## src/sep_pkg.sv

```systemverilog
package sep_pkg;

    // fixed lengths
    localparam int unsigned MAGIC_LEN  = 4;
    localparam int unsigned PARENT_LEN = 36;

    // opcodes
    localparam logic [7:0] OPC_RETURN = 8'h6a;
    localparam logic [7:0] OPC_PD1    = 8'h4c;
    localparam logic [7:0] OPC_PD2    = 8'h4d;
    localparam logic [7:0] OPC_PD4    = 8'h4e;

    // parse phases
    localparam logic [3:0] PH_RET   = 4'd0;
    localparam logic [3:0] PH_NOT   = 4'd1;
    localparam logic [3:0] PH_MOP   = 4'd2;
    localparam logic [3:0] PH_MLEN  = 4'd3;
    localparam logic [3:0] PH_MDATA = 4'd4;
    localparam logic [3:0] PH_OP    = 4'd5;
    localparam logic [3:0] PH_LEN   = 4'd6;
    localparam logic [3:0] PH_DATA  = 4'd7;
    localparam logic [3:0] PH_BAD   = 4'd8;

    // byte classes
    localparam logic [3:0] CLS_HEADER   = 4'd0;
    localparam logic [3:0] CLS_CTYPE    = 4'd1;
    localparam logic [3:0] CLS_PARENT   = 4'd2;
    localparam logic [3:0] CLS_METADATA = 4'd3;
    localparam logic [3:0] CLS_METAPROT = 4'd4;
    localparam logic [3:0] CLS_ENCODING = 4'd5;
    localparam logic [3:0] CLS_DELEGATE = 4'd6;
    localparam logic [3:0] CLS_BODY     = 4'd7;
    localparam logic [3:0] CLS_IGNORED  = 4'd8;

    // error codes
    localparam logic [2:0] ERR_NONE       = 3'd0;
    localparam logic [2:0] ERR_NOT_ENV    = 3'd1;
    localparam logic [2:0] ERR_MALFORMED  = 3'd2;
    localparam logic [2:0] ERR_INCOMPLETE = 3'd3;
    localparam logic [2:0] ERR_DUPLICATE  = 3'd4;
    localparam logic [2:0] ERR_BAD_PARENT = 3'd5;
    localparam logic [2:0] ERR_UNKNOWN    = 3'd6;

    // register indexes
    localparam logic [2:0] REG_MAGIC    = 3'd0;
    localparam logic [2:0] REG_CTYPE    = 3'd1;
    localparam logic [2:0] REG_PARENT   = 3'd2;
    localparam logic [2:0] REG_METADATA = 3'd3;
    localparam logic [2:0] REG_METAPROT = 3'd4;
    localparam logic [2:0] REG_ENCODING = 3'd5;
    localparam logic [2:0] REG_DELEGATE = 3'd6;
    localparam logic [2:0] REG_IGNORE   = 3'd7;

    localparam logic [31:0] MAGIC_RESET = 32'd1145980500;

    typedef struct packed {
        logic [31:0] magic_word;
        logic [7:0]  content_type_tag;
        logic [7:0]  parent_tag;
        logic [7:0]  metadata_tag;
        logic [7:0]  metaprotocol_tag;
        logic [7:0]  encoding_tag;
        logic [7:0]  delegate_tag;
        logic [7:0]  ignore_tag;
    } sep_cfg_t;

    typedef struct packed {
        logic [7:0] echo_byte;
        logic [3:0] byte_class;
        logic       script_done;
        logic       env_found;
        logic       envelope_valid;
        logic [2:0] error_code;
        logic       body_seen;
        logic [7:0] parent_count;
    } sep_result_t;

endpackage

```

## src/sep_cfg_regs.sv

```systemverilog
module sep_cfg_regs (
    input  logic              aclk,
    input  logic              aresetn,
    input  logic              cfg_we,
    input  logic [2:0]        cfg_index,
    input  logic [31:0]       cfg_data,
    output sep_pkg::sep_cfg_t cfg
);

    sep_pkg::sep_cfg_t cfg_reg;
    sep_pkg::sep_cfg_t cfg_next;

    always_comb begin
        cfg_next = cfg_reg;
        if (cfg_we) begin
            case (cfg_index)
                sep_pkg::REG_MAGIC:    cfg_next.magic_word       = cfg_data;
                sep_pkg::REG_CTYPE:    cfg_next.content_type_tag = cfg_data[7:0];
                sep_pkg::REG_PARENT:   cfg_next.parent_tag       = cfg_data[7:0];
                sep_pkg::REG_METADATA: cfg_next.metadata_tag     = cfg_data[7:0];
                sep_pkg::REG_METAPROT: cfg_next.metaprotocol_tag = cfg_data[7:0];
                sep_pkg::REG_ENCODING: cfg_next.encoding_tag     = cfg_data[7:0];
                sep_pkg::REG_DELEGATE: cfg_next.delegate_tag     = cfg_data[7:0];
                sep_pkg::REG_IGNORE:   cfg_next.ignore_tag       = cfg_data[7:0];
                default:               cfg_next = cfg_reg;
            endcase
        end
    end

    always_ff @(posedge aclk) begin
        if (!aresetn) begin
            cfg_reg.magic_word       <= sep_pkg::MAGIC_RESET;
            cfg_reg.content_type_tag <= 8'd1;
            cfg_reg.parent_tag       <= 8'd3;
            cfg_reg.metadata_tag     <= 8'd5;
            cfg_reg.metaprotocol_tag <= 8'd7;
            cfg_reg.encoding_tag     <= 8'd9;
            cfg_reg.delegate_tag     <= 8'd11;
            cfg_reg.ignore_tag       <= 8'd255;
        end else begin
            cfg_reg <= cfg_next;
        end
    end

    assign cfg = cfg_reg;

endmodule

```

## src/sep_parser.sv

```systemverilog
module sep_parser #(
    parameter int unsigned PARENT_LEN = sep_pkg::PARENT_LEN
) (
    input  logic                 aclk,
    input  logic                 aresetn,
    input  logic                 accept,
    input  logic [7:0]           script_byte,
    input  logic                 last_byte,
    input  sep_pkg::sep_cfg_t    cfg,
    output sep_pkg::sep_result_t result
);

    typedef struct packed {
        logic [3:0]  phase;
        logic [31:0] push_remaining;
        logic [2:0]  length_bytes_left;
        logic [1:0]  len_pos;
        logic [31:0] magic_shift;
        logic        push_index_odd;
        logic        in_body;
        logic [8:0]  current_tag;
        logic [3:0]  current_class;
        logic [3:0]  seen_singles;
        logic [7:0]  parents_seen;
        logic [2:0]  first_field_error;
        logic        malformed_flag;
        logic        first_data;
        logic        parent_ok;
    } state_t;

    state_t state_reg;
    state_t state_next;

    function automatic state_t field_error(input state_t s, input logic [2:0] code);
        state_t r;
        r = s;
        if (r.first_field_error == sep_pkg::ERR_NONE) r.first_field_error = code;
        return r;
    endfunction

    function automatic state_t single_field(input state_t s, input logic [3:0] cls,
                                            input logic [1:0] bit_idx);
        state_t r;
        r = s;
        r.current_class = cls;
        if (r.seen_singles[bit_idx]) r = field_error(r, sep_pkg::ERR_DUPLICATE);
        else r.seen_singles[bit_idx] = 1'b1;
        return r;
    endfunction

    function automatic state_t tag_finish(input state_t s, input sep_pkg::sep_cfg_t c);
        state_t     r;
        logic [7:0] t;
        logic       known;
        r     = s;
        t     = s.current_tag[7:0];
        known = 1'b1;
        if (!s.current_tag[8]) known = 1'b0;
        else if (t == c.content_type_tag) r = single_field(r, sep_pkg::CLS_CTYPE, 2'd0);
        else if (t == c.parent_tag) r.current_class = sep_pkg::CLS_PARENT;
        else if (t == c.metadata_tag) r.current_class = sep_pkg::CLS_METADATA;
        else if (t == c.metaprotocol_tag) r = single_field(r, sep_pkg::CLS_METAPROT, 2'd1);
        else if (t == c.encoding_tag) r = single_field(r, sep_pkg::CLS_ENCODING, 2'd2);
        else if (t == c.delegate_tag) r = single_field(r, sep_pkg::CLS_DELEGATE, 2'd3);
        else if (t == c.ignore_tag) r.current_class = sep_pkg::CLS_IGNORED;
        else known = 1'b0;
        if (!known) begin
            r.current_class = sep_pkg::CLS_IGNORED;
            if (!t[0]) r = field_error(r, sep_pkg::ERR_UNKNOWN);
        end
        return r;
    endfunction

    function automatic state_t push_finish(input state_t s, input sep_pkg::sep_cfg_t c);
        state_t r;
        r = s;
        if (!s.in_body) begin
            if (!s.push_index_odd) begin
                r = tag_finish(r, c);
                r.push_index_odd = 1'b1;
            end else begin
                if (s.parent_ok && s.first_field_error == sep_pkg::ERR_NONE &&
                    s.parents_seen != 8'hff) begin
                    r.parents_seen = s.parents_seen + 8'd1;
                end
                r.parent_ok      = 1'b0;
                r.push_index_odd = 1'b0;
            end
        end
        return r;
    endfunction

    function automatic state_t push_begin(input state_t s, input logic [31:0] n,
                                          input sep_pkg::sep_cfg_t c);
        state_t r;
        r = s;
        r.parent_ok = 1'b0;
        if (s.in_body) begin
            r.current_class = sep_pkg::CLS_BODY;
        end else if (!s.push_index_odd) begin
            r.current_class = sep_pkg::CLS_HEADER;
            if (n == 32'd0) r.in_body = 1'b1;
            else r.current_tag = (n == 32'd1) ? 9'h100 : 9'h000;
        end else if (s.current_class == sep_pkg::CLS_PARENT) begin
            if (n != 32'(PARENT_LEN)) r = field_error(r, sep_pkg::ERR_BAD_PARENT);
            else r.parent_ok = 1'b1;
        end
        if (n == 32'd0) begin
            r       = push_finish(r, c);
            r.phase = sep_pkg::PH_OP;
        end else begin
            r.push_remaining = n;
            r.first_data     = 1'b1;
            r.phase          = sep_pkg::PH_DATA;
        end
        return r;
    endfunction

    function automatic state_t length_setup(input state_t s, input logic [7:0] opc,
                                            input logic [3:0] next_phase);
        state_t r;
        r = s;
        if (opc == sep_pkg::OPC_PD1)      r.length_bytes_left = 3'd1;
        else if (opc == sep_pkg::OPC_PD2) r.length_bytes_left = 3'd2;
        else                              r.length_bytes_left = 3'd4;
        r.len_pos        = 2'd0;
        r.push_remaining = 32'd0;
        r.phase          = next_phase;
        return r;
    endfunction

    state_t      s;
    logic [3:0]  cls;
    logic [31:0] len_word;
    logic [2:0]  code;
    logic        env;

    always_comb begin
        s        = state_reg;
        cls      = sep_pkg::CLS_HEADER;
        len_word = 32'd0;
        code     = sep_pkg::ERR_NONE;
        env      = 1'b0;

        case (state_reg.phase)
            sep_pkg::PH_RET: begin
                s.phase = (script_byte == sep_pkg::OPC_RETURN) ? sep_pkg::PH_MOP
                                                               : sep_pkg::PH_NOT;
            end
            sep_pkg::PH_MOP: begin
                if (script_byte < sep_pkg::OPC_PD1) begin
                    if (script_byte == 8'(sep_pkg::MAGIC_LEN)) begin
                        s.push_remaining = 32'(sep_pkg::MAGIC_LEN);
                        s.magic_shift    = 32'd0;
                        s.phase          = sep_pkg::PH_MDATA;
                    end else begin
                        s.phase = sep_pkg::PH_NOT;
                    end
                end else if (script_byte <= sep_pkg::OPC_PD4) begin
                    s = length_setup(s, script_byte, sep_pkg::PH_MLEN);
                end else begin
                    s.phase = sep_pkg::PH_NOT;
                end
            end
            sep_pkg::PH_MLEN, sep_pkg::PH_LEN: begin
                // little-endian length, one byte a beat
                case (state_reg.len_pos)
                    2'd0:    len_word = {24'd0, script_byte};
                    2'd1:    len_word = {16'd0, script_byte, 8'd0};
                    2'd2:    len_word = {8'd0, script_byte, 16'd0};
                    default: len_word = {script_byte, 24'd0};
                endcase
                s.push_remaining    = state_reg.push_remaining | len_word;
                s.len_pos           = state_reg.len_pos + 2'd1;
                s.length_bytes_left = state_reg.length_bytes_left - 3'd1;
                if (s.length_bytes_left == 3'd0) begin
                    if (state_reg.phase == sep_pkg::PH_MLEN) begin
                        if (s.push_remaining == 32'(sep_pkg::MAGIC_LEN)) begin
                            s.magic_shift = 32'd0;
                            s.phase       = sep_pkg::PH_MDATA;
                        end else begin
                            s.phase = sep_pkg::PH_NOT;
                        end
                    end else begin
                        s = push_begin(s, s.push_remaining, cfg);
                    end
                end
            end
            sep_pkg::PH_MDATA: begin
                s.magic_shift    = {state_reg.magic_shift[23:0], script_byte};
                s.push_remaining = state_reg.push_remaining - 32'd1;
                if (s.push_remaining == 32'd0) begin
                    s.phase = (s.magic_shift == cfg.magic_word) ? sep_pkg::PH_OP
                                                                 : sep_pkg::PH_NOT;
                end
            end
            sep_pkg::PH_OP: begin
                if (script_byte < sep_pkg::OPC_PD1) begin
                    s = push_begin(s, {24'd0, script_byte}, cfg);
                end else if (script_byte <= sep_pkg::OPC_PD4) begin
                    s = length_setup(s, script_byte, sep_pkg::PH_LEN);
                end else begin
                    s.malformed_flag = 1'b1;
                    s.phase          = sep_pkg::PH_BAD;
                end
            end
            sep_pkg::PH_DATA: begin
                cls = state_reg.current_class;
                if (state_reg.first_data && !state_reg.in_body && !state_reg.push_index_odd) begin
                    s.current_tag[7:0] = script_byte;
                end
                s.first_data     = 1'b0;
                s.push_remaining = state_reg.push_remaining - 32'd1;
                if (s.push_remaining == 32'd0) begin
                    s       = push_finish(s, cfg);
                    s.phase = sep_pkg::PH_OP;
                end
            end
            default: begin
                s = state_reg;
            end
        endcase

        env = s.phase inside {[sep_pkg::PH_OP:sep_pkg::PH_BAD]};
        if (!env) code = sep_pkg::ERR_NOT_ENV;
        else if (s.malformed_flag || s.phase != sep_pkg::PH_OP) code = sep_pkg::ERR_MALFORMED;
        else if (!s.in_body && s.push_index_odd) code = sep_pkg::ERR_INCOMPLETE;
        else code = s.first_field_error;

        result.echo_byte      = script_byte;
        result.byte_class     = cls;
        result.script_done    = last_byte;
        result.env_found      = last_byte & env;
        result.envelope_valid = last_byte & env & (code == sep_pkg::ERR_NONE);
        result.error_code     = last_byte ? code : sep_pkg::ERR_NONE;
        result.body_seen      = last_byte & env & (code != sep_pkg::ERR_MALFORMED) & s.in_body;
        result.parent_count   = last_byte ? s.parents_seen : 8'd0;

        // a new script starts after the final byte
        state_next = last_byte ? '0 : s;
    end

    always_ff @(posedge aclk) begin
        if (!aresetn) begin
            state_reg <= '0;
        end else if (accept) begin
            state_reg <= state_next;
        end
    end

endmodule

```

## src/sep_out_reg.sv

```systemverilog
module sep_out_reg (
    input  logic                 aclk,
    input  logic                 aresetn,
    input  logic                 in_valid,
    output logic                 in_ready,
    input  sep_pkg::sep_result_t in_result,
    output logic                 out_valid,
    input  logic                 out_ready,
    output sep_pkg::sep_result_t out_result
);

    logic                 valid_reg;
    sep_pkg::sep_result_t data_reg;

    assign in_ready = !valid_reg || out_ready;

    always_ff @(posedge aclk) begin
        if (!aresetn) begin
            valid_reg <= 1'b0;
        end else if (in_ready) begin
            valid_reg <= in_valid;
        end
    end

    always_ff @(posedge aclk) begin
        if (in_valid && in_ready) begin
            data_reg <= in_result;
        end
    end

    assign out_valid  = valid_reg;
    assign out_result = data_reg;

endmodule

```

## src/script_envelope_parser_top.sv

```systemverilog
// script envelope parser
// input channel (s_): one script byte a beat, s_last_byte marks the final byte
// of a script; the next beat after it starts a new script
// result channel (m_): one beat for every input beat, the byte echoed with the
// class of the field it belongs to; on the final byte script_done is high and
// the status fields (envelope, valid, error, body, parent count) are filled in,
// otherwise they are zero
// configuration: cfg_we writes cfg_data into register cfg_index (0 magic word,
// 1..7 tag bytes); write only while no beat is in flight
// latency: a result appears one cycle after its byte is accepted
// throughput: one byte per cycle, set by the single parser state update that
// each byte makes between the input handshake and the result register
// receiver stall: the result register holds its beat and s_ready drops only
// while that register is full and m_ready is low
// reset (aresetn low, synchronous): parser state cleared, result register
// emptied, registers back to their default magic word and tags
module script_envelope_parser_top #(
    parameter int unsigned PARENT_LEN = sep_pkg::PARENT_LEN
) (
    input  logic        aclk,
    input  logic        aresetn,
    input  logic        cfg_we,
    input  logic [2:0]  cfg_index,
    input  logic [31:0] cfg_data,
    input  logic        s_valid,
    output logic        s_ready,
    input  logic [7:0]  s_script_byte,
    input  logic        s_last_byte,
    output logic        m_valid,
    input  logic        m_ready,
    output logic [7:0]  m_echo_byte,
    output logic [3:0]  m_byte_class,
    output logic        m_script_done,
    output logic        m_env_found,
    output logic        m_envelope_valid,
    output logic [2:0]  m_error_code,
    output logic        m_body_seen,
    output logic [7:0]  m_parent_count
);

    sep_pkg::sep_cfg_t    cfg;
    sep_pkg::sep_result_t parse_result;
    sep_pkg::sep_result_t out_result;
    logic                 accept;

    // a beat is taken whenever the result register can take its result
    assign accept = s_valid && s_ready;

    sep_cfg_regs u_cfg (
        .aclk      (aclk),
        .aresetn   (aresetn),
        .cfg_we    (cfg_we),
        .cfg_index (cfg_index),
        .cfg_data  (cfg_data),
        .cfg       (cfg)
    );

    // parser state advances once per accepted beat
    sep_parser #(
        .PARENT_LEN (PARENT_LEN)
    ) u_parser (
        .aclk        (aclk),
        .aresetn     (aresetn),
        .accept      (accept),
        .script_byte (s_script_byte),
        .last_byte   (s_last_byte),
        .cfg         (cfg),
        .result      (parse_result)
    );

    // result register, parts the two sides of the block
    sep_out_reg u_out (
        .aclk       (aclk),
        .aresetn    (aresetn),
        .in_valid   (s_valid),
        .in_ready   (s_ready),
        .in_result  (parse_result),
        .out_valid  (m_valid),
        .out_ready  (m_ready),
        .out_result (out_result)
    );

    assign m_echo_byte      = out_result.echo_byte;
    assign m_byte_class     = out_result.byte_class;
    assign m_script_done    = out_result.script_done;
    assign m_env_found      = out_result.env_found;
    assign m_envelope_valid = out_result.envelope_valid;
    assign m_error_code     = out_result.error_code;
    assign m_body_seen      = out_result.body_seen;
    assign m_parent_count   = out_result.parent_count;

endmodule
```

## config.mk

```make
export PLATFORM = sky130hd
export DESIGN_NAME = script_envelope_parser_top
export DESIGN_NICKNAME = d
export VERILOG_FILES = /design/src/sep_pkg.sv /design/src/sep_cfg_regs.sv /design/src/sep_parser.sv /design/src/sep_out_reg.sv /design/src/script_envelope_parser_top.sv
export SDC_FILE = /design/constraint.sdc
export NUM_CORES = 1
export LEC_CHECK = 0
export BUFFER_PORTS_ARGS = -buffer_cell sky130_fd_sc_hd__buf_2
export CORE_MARGIN = 2
export CORE_UTILIZATION = 55
export DETAILED_ROUTE_END_ITERATION = 16
export GPL_TIMING_DRIVEN = 0
export PLACE_DENSITY = 0.73
export RECOVER_POWER = 25
export SKIP_CTS_REPAIR_TIMING = 1
export SYNTH_ARGS = -nofsm -noshare
export SYNTH_HDL_FRONTEND = slang
export SYNTH_SLANG_ARGS = --single-unit
```

## constraint.sdc

```tcl
create_clock -name aclk -period 11.4 [get_ports aclk]
set_input_delay 1.14 -clock aclk [delete_from_list [all_inputs] [get_ports aclk]]
set_output_delay 1.14 -clock aclk [all_outputs]
set_load 0.02 [all_outputs]
```

== Word level (Yosys, flattened, before mapping) ==
Cells that the tools add are included.

* Bits of input ports: 49
* Word-level logic and storage cells: 396
* Bits in registers: 222
* Output and inout port bits: 29

* $lt $le $gt $ge: 4
* Reduce and logical (&&, ||, !) cells: 50
* Equality and inequality tests: 69
* $add $sub $neg: 6
* Muxes and demuxes: 229
* Bitwise logic cells: 5

{| class="wikitable"
|+ Operator list
! operator !! number
|-
| two-way mux 102 bit || 25
|-
| two-way mux 106 bit || 4
|-
| two-way mux 80 bit || 5
|-
| one-hot mux 32 bit (5 select lines) || 2
|-
| two-way mux 18 bit || 17
|-
| two-way mux 22 bit || 12
|-
| two-way mux 69 bit || 3
|-
| two-way mux 32 bit || 6
|-
| equality test 8 bit || 21
|-
| two-way mux 68 bit || 2
|-
| one-hot mux 33 bit (4 select lines) || 1
|-
| two-way mux 6 bit || 21
|-
| two-way mux 99 bit || 1
|-
| one-hot mux 32 bit (3 select lines) || 1
|-
| two-way mux 31 bit || 3
|-
| two-way mux 4 bit || 20
|-
| two-way mux 14 bit || 5
|-
| two-way mux 34 bit || 2
|-
| two-way mux 33 bit || 2
|-
| zero test 32 bit || 2
|-
| two-way mux 8 bit || 8
|-
| two-way mux 1 bit || 56
|-
| two-way mux 3 bit || 15
|-
| two-way mux 37 bit || 1
|-
| 58 further kinds || 128
|}

== Depth between registers and ports, before layout ==
Gate-level depths: netlist of run 1.

* Depth after elaboration: 52
* Gate-level depth with buffers: 16
* Mapped depth without buffers: 12

== Cells and area by module ==
A second synthesis of run 1 with hierarchy kept.

* Cells, all modules: 1,686
* Area, all modules: 13,902.1 um2

{| class="wikitable"
|+ Modules (own cells, without submodules)
! module !! cells each !! area each (um2) !! sequential area each (um2) !! times used
|-
| sep_parser || 1,313 || 9,535.4 || 1,961.9 || 1
|-
| sep_cfg_regs || 340 || 3,492.1 || 1,761.7 || 1
|-
| sep_out_reg || 32 || 868.3 || 830.8 || 1
|-
| script_envelope_parser_top || 1 || 6.3 || 0.0 || 1
|}

== Least setup slack after synthesis of run 1 ==
OpenSTA, ideal clock, no wires.

* Path type: input to register
* From: in s_script_byte[2]
* To: reg u_out.data_reg (netlist bit u_out.out_result[8]), data pin
* Slack: 7.304 ns
* Setup time: 0.261 ns
* Arrival time: 3.835 ns
* Path buffers: 2
* Cell stages on the path: 10
* Data required time: 11.139 ns
* Path through: clkbuf_1 clkbuf_1 xor2_1 a2111oi_0 nand4_1 a211oi_1 a2111oi_0 a2111oi_0 a211o_1 a211oi_1

{| class="wikitable"
|+ RTL lines
! what !! RTL line !! source
|-
| start: declaration || script_envelope_parser_top.sv:27 || <nowiki>input logic [7:0] s_script_byte,</nowiki>
|-
| end signal: assignment || sep_out_reg.sv:27 || <nowiki>data_reg <= in_result;</nowiki>
|-
| end: declaration || sep_out_reg.sv:13 || <nowiki>sep_pkg::sep_result_t data_reg;</nowiki>
|}

==> impl_metrics.csv, run 1 <==
group,metric,value,unit
global_routing,grt_pass1_wl,70.6,mm
routing,drt_iter0_markers,1791,
sta,layout_setup_ws,5.88,ns
sta,hold_viol_final,0,
logic_synthesis,avgSynthCellArea,7.61,µm²
logic_synthesis,yosysTopAreaCellShare,0.285,
sta,fmaxAchievable,181,MHz
logic_synthesis,synth_largest_area_cell,"dfxtp_1",
clock_network,cts_made_buffers,25,
power,power.leakage,5.38,nW
logic_synthesis,synth_top_family_by_area,"simple AND/OR/NAND/NOR gates",
logic_synthesis,syn-num-nets,1788,
floorplan,row_count,56,
final_layout,antenna_cells,0,
clock_network,clockBufferDepth,3,
global_routing,grt_overflow,0,
logic_synthesis,synth-compound-area-share,0.229,
clock_network,cts.sinks,214,
floorplan,core-area,23500,µm²
routing,wl_per_cell,21.2,µm
placement,numPortBuffers,67,
global_routing,grt_pass1_vias,12524,
floorplan,initial_core_util,0.560,
logic_synthesis,synth_cell_types,80,
logic_synthesis,synth_area,13200,µm²
final_layout,areaGrowthSynthToFinish,12.1,%
routing,wl_met1,19.3,mm
routing,wl_met3,4.51,mm
setup_path,cp_data_required_time,11.68,ns
routing,ant_nets,0,
logic_synthesis,netlist_top_cells_area,"dfxtp_1 (28%), nand2_1 (8.0%), edfxtp_1 (6.2%), xor2_1 (4.5%), a21oi_1 (4.1%)",
logic_synthesis,synth-async-reset-ratio,0,
clock_network,root_buffer,"clkbuf_16",
sta,post-route-min-period,5.52,ns
sta,tns,0,ns
clock_network,clock_latency,0.56,ns
logic_synthesis,synth-simple-area-share,0.295,
final_layout,drive_gt1_frac,0.0750,
global_routing,grt_max_degree,37,
floorplan,ioPinCount,78,
routing,top_layer,"met4",
sta,skew,0.0184,ns
logic_synthesis,synth_ff_type,"dfxtp_1",
logic_synthesis,yosysMostFrequentCell,"nand2_1",
setup_path,worstSetupPathType,"input port to flip-flop",
final_layout,largest_reg_flops,98,
logic_synthesis,ys_top_cells_by_count,"nand2_1 (279), dfxtp_1 (187), clkbuf_1 (111)",
logic_synthesis,synthXorXnorAreaFrac,0.0593,
global_routing,grtUsageTotal,0.361,
setup_path,critPathLaunchType,"input port",
routing,wl_met2,20.0,mm
logic_synthesis,synth_cells,1729,
setup_path,cp_max_fo,10,
sta,setup_viol,0,
placement,dp_hpwl,33.0,mm
logic_synthesis,ys_seq_elements,214,
sta,finalCritPeriodShare,0.484,
logic_synthesis,yosysWarnings,0,
logic_synthesis,synth_fa_ha_area_frac,0.00951,
status,run_status,"finished, final reports clean",
routing,via_per_inst,6.36,
routing,drt-total-wl,45.7,mm
placement,pre_cts_ws,5.71,ns
sta,slew_violations,0,
clock_network,htree_num_levels,1,
floorplan,die_h,159,µm
sta,worst_pin_slew,1.40,ns
clock_network,cts_tree,"done",
floorplan,die_area,25200,µm²
setup_path,reg2reg_slack,6.41,ns
placement,place_congestion,0.979,
logic_synthesis,synth_edf_count,27,
worst_hold_path,min_path_type,"flip-flop to flip-flop",
sta,relSlewSlack,0.0605,
floorplan,die_w,159,µm
routing,first_pass_iters,6,
routing,vias,13728,
setup_path,endpoint_kind,"flip-flop",
flow_run,drv_cap,0,
power,p_per_area,124,nW/µm²
logic_synthesis,yosysSeqAreaShare,0.346,
power,peakVddDrop,0.126,mV
setup_path,arrival,5.80,ns
final_layout,finalNetCount,1883,
clock_network,clk_pin_slew_worst_paths,0.06,ns
routing,drcViolationCount,0,
global_routing,antenna_found_initial,0,
sta,rsz0062_at_grt,"false",
logic_synthesis,synth.area.mux_share,0.00770,
-- cells by family (layout without fill, tap and decap cells) --
kind of cell	Yosys count	count (layout)
DFF	214	214
xor gates and xnor gates	89	89
adders and majority gates	10	10
muxes	10	10
buffers and inverters	178	290
and+or+nand+nor	773	773
AOI/OAI and AO/OA	455	455
-- where the power goes --
part | internal [mW] | total [mW] | leakage, nW | switching, mW
logic | 0.0547 | 0.180 | 3.18 | 0.126
clock network | 0.502 | 0.854 | 0.427 | 0.352
registers | 0.778 | 0.789 | 1.78 | 0.0110
-- path summary, 6_finish.rpt --
kind / depth (start not counted) / end / startpoint
worst max-delay path: 11 / u_out.out_result[12] / s_script_byte[2]
worst min-delay path: 2 / u_parser.state_reg[16] / u_parser.state_reg[16]
worst max register to register: 9 / u_out.out_result[12] / u_parser.state_reg[1]
worst min register to register: 2 / u_parser.state_reg[16] / u_parser.state_reg[16]
-- through the flow --
stage | area, µm² | hold slack, ns | power (mW) | util | std cells
2_1_floorplan | 13200 | 0.438 | 0.916 | - | 1729
3_3_place_gp | 13900 | 0.453 | 0.978 | 0.592 | 2115
3_5_place_dp | 13900 | 0.461 | 0.980 | 0.592 | 2116
4_1_cts | 14800 | 0.474 | 1.82 | 0.629 | 2160
5_1_grt | 14800 | 0.503 | 1.87 | 0.628 | 2160
6_report | 14800 | 0.473 | 1.82 | 0.628 | 2160
-- worst max-delay path: stages --
cell and delay (ns):
clkbuf_1 0.10, clkbuf_1 0.49, clkbuf_1 0.65, xor2_1 0.13
a2111oi_0 0.38, nand4_1 0.15, a211oi_1 1.17, a2111oi_0 0.28
a2111oi_0 0.91, a211o_1 0.30, nor4_1 0.08
-- area by class of cell --
cell class                 count  area, µm²
timing repair buffer          68        327
inverter                      45        169
sequential                   214       4550
fill                        2156       8720
clock buffer                  30        686
buffer                       133        537
clock inverter                14        181
tap                          319        399
multi-input combinational   1337       7900
-- placed cells by master, fill, tap and decap left out, types with 10 or more instances in the layout --
cell	instances
ha_1	10
a22oi_1	22
xor2_1	68
nand4_1	12
nand2b_1	25
nand2_1	279
nor3_1	67
a21oi_1	108
clkbuf_1	123
nor2_1	97
a21boi_0	60
nor2b_1	59
dfxtp_1	187
a211oi_1	16
nor4_1	39
inv_1	45
xnor2_1	21
o211ai_1	13
or3_1	17
or2_2	11
a221oi_1	14
nand3_1	81
and2_1	25
a31oi_1	12
clkbuf_16	26
o21ai_0	91
buf_2	61
edfxtp_1	27
and3_1	10
-- per-layer routing --
layer  up-vias  global-route usage
met5         -                   0
met3       122              0.0455
met4         0               0.153
met2       821               0.562
li1       6380                   -
met1      6405               0.505
Note: power is estimated with default switching activity, not from simulation.
==> run 2: changes to the inputs <==
--- a/config.mk
+++ b/config.mk
@@ -5,12 +5,13 @@
 export SDC_FILE = /design/constraint.sdc
 export NUM_CORES = 1
 export LEC_CHECK = 0
+export ABC_AREA = 1
 export BUFFER_PORTS_ARGS = -buffer_cell sky130_fd_sc_hd__buf_2
 export CORE_MARGIN = 2
 export CORE_UTILIZATION = 55
 export DETAILED_ROUTE_END_ITERATION = 16
 export GPL_TIMING_DRIVEN = 0
-export PLACE_DENSITY = 0.73
+export PLACE_DENSITY = 0.76
 export RECOVER_POWER = 25
 export SKIP_CTS_REPAIR_TIMING = 1
 export SYNTH_ARGS = -nofsm -noshare
==> constraint.sdc (replaced) <==
create_clock -name aclk -period 4.85 [get_ports aclk]
set_input_delay 0.485 -clock aclk [delete_from_list [all_inputs] [get_ports aclk]]
set_output_delay 0.485 -clock aclk [all_outputs]
set_load 0.02 [all_outputs]
==> impl_metrics.csv, run 2 <==
group,metric,value,unit
status,run_status,"finished, final reports clean",
final_layout,finalInstanceArea,15600,µm²
routing,drt-total-wl,47.7,mm
sta,hold_viol_final,0,
sta,tns,0,ns
clock_network,cts_tree,"done",
logic_synthesis,synth_largest_area_cell,"dfxtp_1",
floorplan,initial_core_util,0.555,
setup_path,ff2ff_path_depth,20,
clock_network,cts.sinks,214,
logic_synthesis,synth_edf_count,27,
setup_path,path_common_cell,"nand2_1",
logic_synthesis,synth-async-reset-ratio,0,
sta,rsz0062_at_grt,"false",
setup_path,critPathLaunchType,"flip-flop",
sta,slew_violations,0,
sta,whs,0.120,ns
floorplan,die_h,163,µm
logic_synthesis,yosysTopAreaCellShare,0.269,
routing,drcViolationCount,0,
placement,dp_hpwl,35.9,mm
logic_synthesis,synth_cell_types,55,
final_layout,final_cell_mix,"nand2_1 (582), nor2_1 (280), inv_1 (225)",
logic_synthesis,yosysSeqAreaShare,0.328,
final_layout,post-route-util,0.623,
placement,place_congestion,1.00,
global_routing,grt_overflow,0,
setup_path,cp_max_fo,10,
floorplan,core-area,25000,µm²
global_routing,grt_max_degree,30,
clock_network,htree_num_levels,1,
logic_synthesis,synthXorXnorAreaFrac,0.0397,
sta,worst_pin_slew,1.21,ns
setup_path,crit_slowest_cell,"nor4_1",
clock_network,clockBufferDepth,3,
placement,dpl_cell_area,14700,µm²
sta,setup_viol,0,
global_routing,grt_pass1_vias,13720,
global_routing,antenna_found_initial,0,
logic_synthesis,syn-num-nets,2235,
final_layout,layout_commonest_cell,"nand2_1",
sta,post-route-min-period,3.67,ns
setup_path,cp_data_required_time,5.13,ns
logic_synthesis,synth-compound-area-share,0.175,
setup_path,worstSetupPathType,"flip-flop to flip-flop",
final_layout,finalNetCount,2339,
floorplan,die_w,163,µm
final_layout,areaGrowthSynthToFinish,12.1,%
routing,ant_nets,0,
logic_synthesis,netlist_top_cells_area,"dfxtp_1 (27%), nand2_1 (16%), nor2_1 (7.6%), inv_1 (6.1%), edfxtp_1 (5.8%)",
global_routing,grt_pass1_wl,74.4,mm
setup_path,crit_buf_inv,2,
worst_hold_path,whs_path_depth,1,
setup_path,path_cells,"inv_1, ha_1, buf_2, nand2_2, nor2_4, nand2_1, nand2_1, nand2_1, nor2_1, nand2_1, nor2_1, nand3_1, nor2_1, nand3_1, nor4_1, nand2_1, nand3_1, nand2_1, nand2_1, nor2_1",
setup_path,max_stage_delay,0.57,ns
worst_hold_path,min_from,"s_script_byte[4]",
setup_path,rr_startpoint,"u_parser.state_reg[70]",
logic_synthesis,ys_top_cells_by_count,"nand2_1 (582), nor2_1 (280), inv_1 (225)",
sta,relSlewSlack,0.190,
flow_run,drv_cap,0,
setup_path,endpoint_kind,"flip-flop",
setup_path,crit_family,"simple AND/OR/NAND/NOR gates",
logic_synthesis,synth_ff_type,"dfxtp_1",
final_layout,largest_reg_flops,98,
floorplan,die_area,26600,µm²
final_layout,drive_gt1_frac,0.100,
floorplan,row_count,58,
power,peakVddDrop,0.315,mV
placement,pre_cts_ws,0.931,ns
sta,finalCritPeriodShare,0.756,
logic_synthesis,synth_top_family_by_area,"simple AND/OR/NAND/NOR gates",
sta,layout_setup_ws,1.18,ns
routing,first_pass_iters,6,
setup_path,arrival,3.94,ns
clock_network,root_buffer,"clkbuf_16",
clock_network,clk_pin_slew_worst_paths,0.07,ns
setup_path,r2r-end,"u_out.out_result[4]",
placement,numPortBuffers,76,
routing,vias,15228,
logic_synthesis,synth.area.mux_share,0,
floorplan,ioPinCount,78,
logic_synthesis,avgSynthCellArea,6.39,µm²
logic_synthesis,yosysWarnings,0,
clock_network,clock_latency,0.56,ns
logic_synthesis,synth_fa_ha_area_frac,0.00900,
worst_hold_path,min_path_type,"input port to flip-flop",
logic_synthesis,synth_cells,2176,
routing,wl_per_cell,18.1,µm
routing,drt_iter0_markers,1739,
routing,via_per_inst,5.79,
clock_network,cts_made_buffers,26,
final_layout,antenna_cells,0,
logic_synthesis,synth_area,13900,µm²
power,power.leakage,6.80,nW
setup_path,reg2reg_slack,1.18,ns
sta,fmaxAchievable,273,MHz
logic_synthesis,yosysMostFrequentCell,"nand2_1",
logic_synthesis,ys_seq_elements,214,
power,p_per_area,293,nW/µm²
worst_hold_path,hold_path_end,"u_out.out_result[23]",
sta,skew,0.0272,ns
logic_synthesis,synth-simple-area-share,0.355,
global_routing,grtUsageTotal,0.355,
==> run 2: worst max-delay path by stage <==
stage / startpoint / endpoint / slack [ns] / cells past startpoint
2_1_floorplan: m_ready / u_parser.state_reg[14] / 1.94 / 14
3_3_place_gp: s_script_byte[1] / u_out.out_result[8] / 0.97 / 21
3_5_place_dp: s_script_byte[7] / u_out.out_result[12] / 0.93 / 15
4_1_cts: u_parser.state_reg[70] / u_out.out_result[4] / 1.26 / 20
5_1_grt: u_parser.state_reg[70] / u_parser.state_reg[16] / 0.85 / 21
6_report: u_parser.state_reg[70] / u_out.out_result[4] / 1.18 / 20
==> run 2: report_power, final <==
group,total (mW),leakage [nW],switching (mW),internal (mW)
combinational,0.617,4.58,0.431,0.186
sequential,1.90,1.79,0.0393,1.86
clock,2.05,0.433,0.835,1.21
==> run 2: kinds of logic (layout without fill, tap and decap cells) <==
| family | Yosys count | count (layout) |
|---|---|---|
| flip-flops | 214 | 214 |
| buffers and inverters | 331 | 455 |
| AO/OA/AOI/OAI | 405 | 405 |
| AND/OR/NAND/NOR | 1153 | 1153 |
| adder cells (fa/ha/maj) | 10 | 10 |
| XOR/XNOR | 63 | 63 |
==> run 2: layer usage <==
| layer | share of wire | global-route usage | routed length, µm | vias to the layer above |
|---|---|---|---|---|
| met5 | 0 | 0 | 0 | - |
| met4 | 0.035 | 0.114 | 1670 | 0 |
| met3 | 0.087 | 0.0565 | 4170 | 125 |
| met2 | 0.44 | 0.575 | 21200 | 724 |
| met1 | 0.43 | 0.486 | 20700 | 7016 |
| li1 | - | - | - | 7363 |
==> run 2: area by class of cell <==
class                   instances  area [µm²]
plain buffers                  85         385
clock buffers                  34         721
clock inverters                14         180
fillers                      2436        9450
inverters                     246         923
multi-input cells            1631        8040
flip-flops and latches        214        4550
well taps                     330         413
repair buffers                 76         370
==> run 2: metrics by stage <==
| step | power, mW | std cells |
|---|---|---|
| after global routing | 4.71 | 2630 |
| final | 4.56 | 2630 |
| after floorplan | 2.34 | 2176 |
| after global placement | 2.52 | 2582 |
| after detailed placement | 2.53 | 2582 |
| after CTS | 4.55 | 2630 |
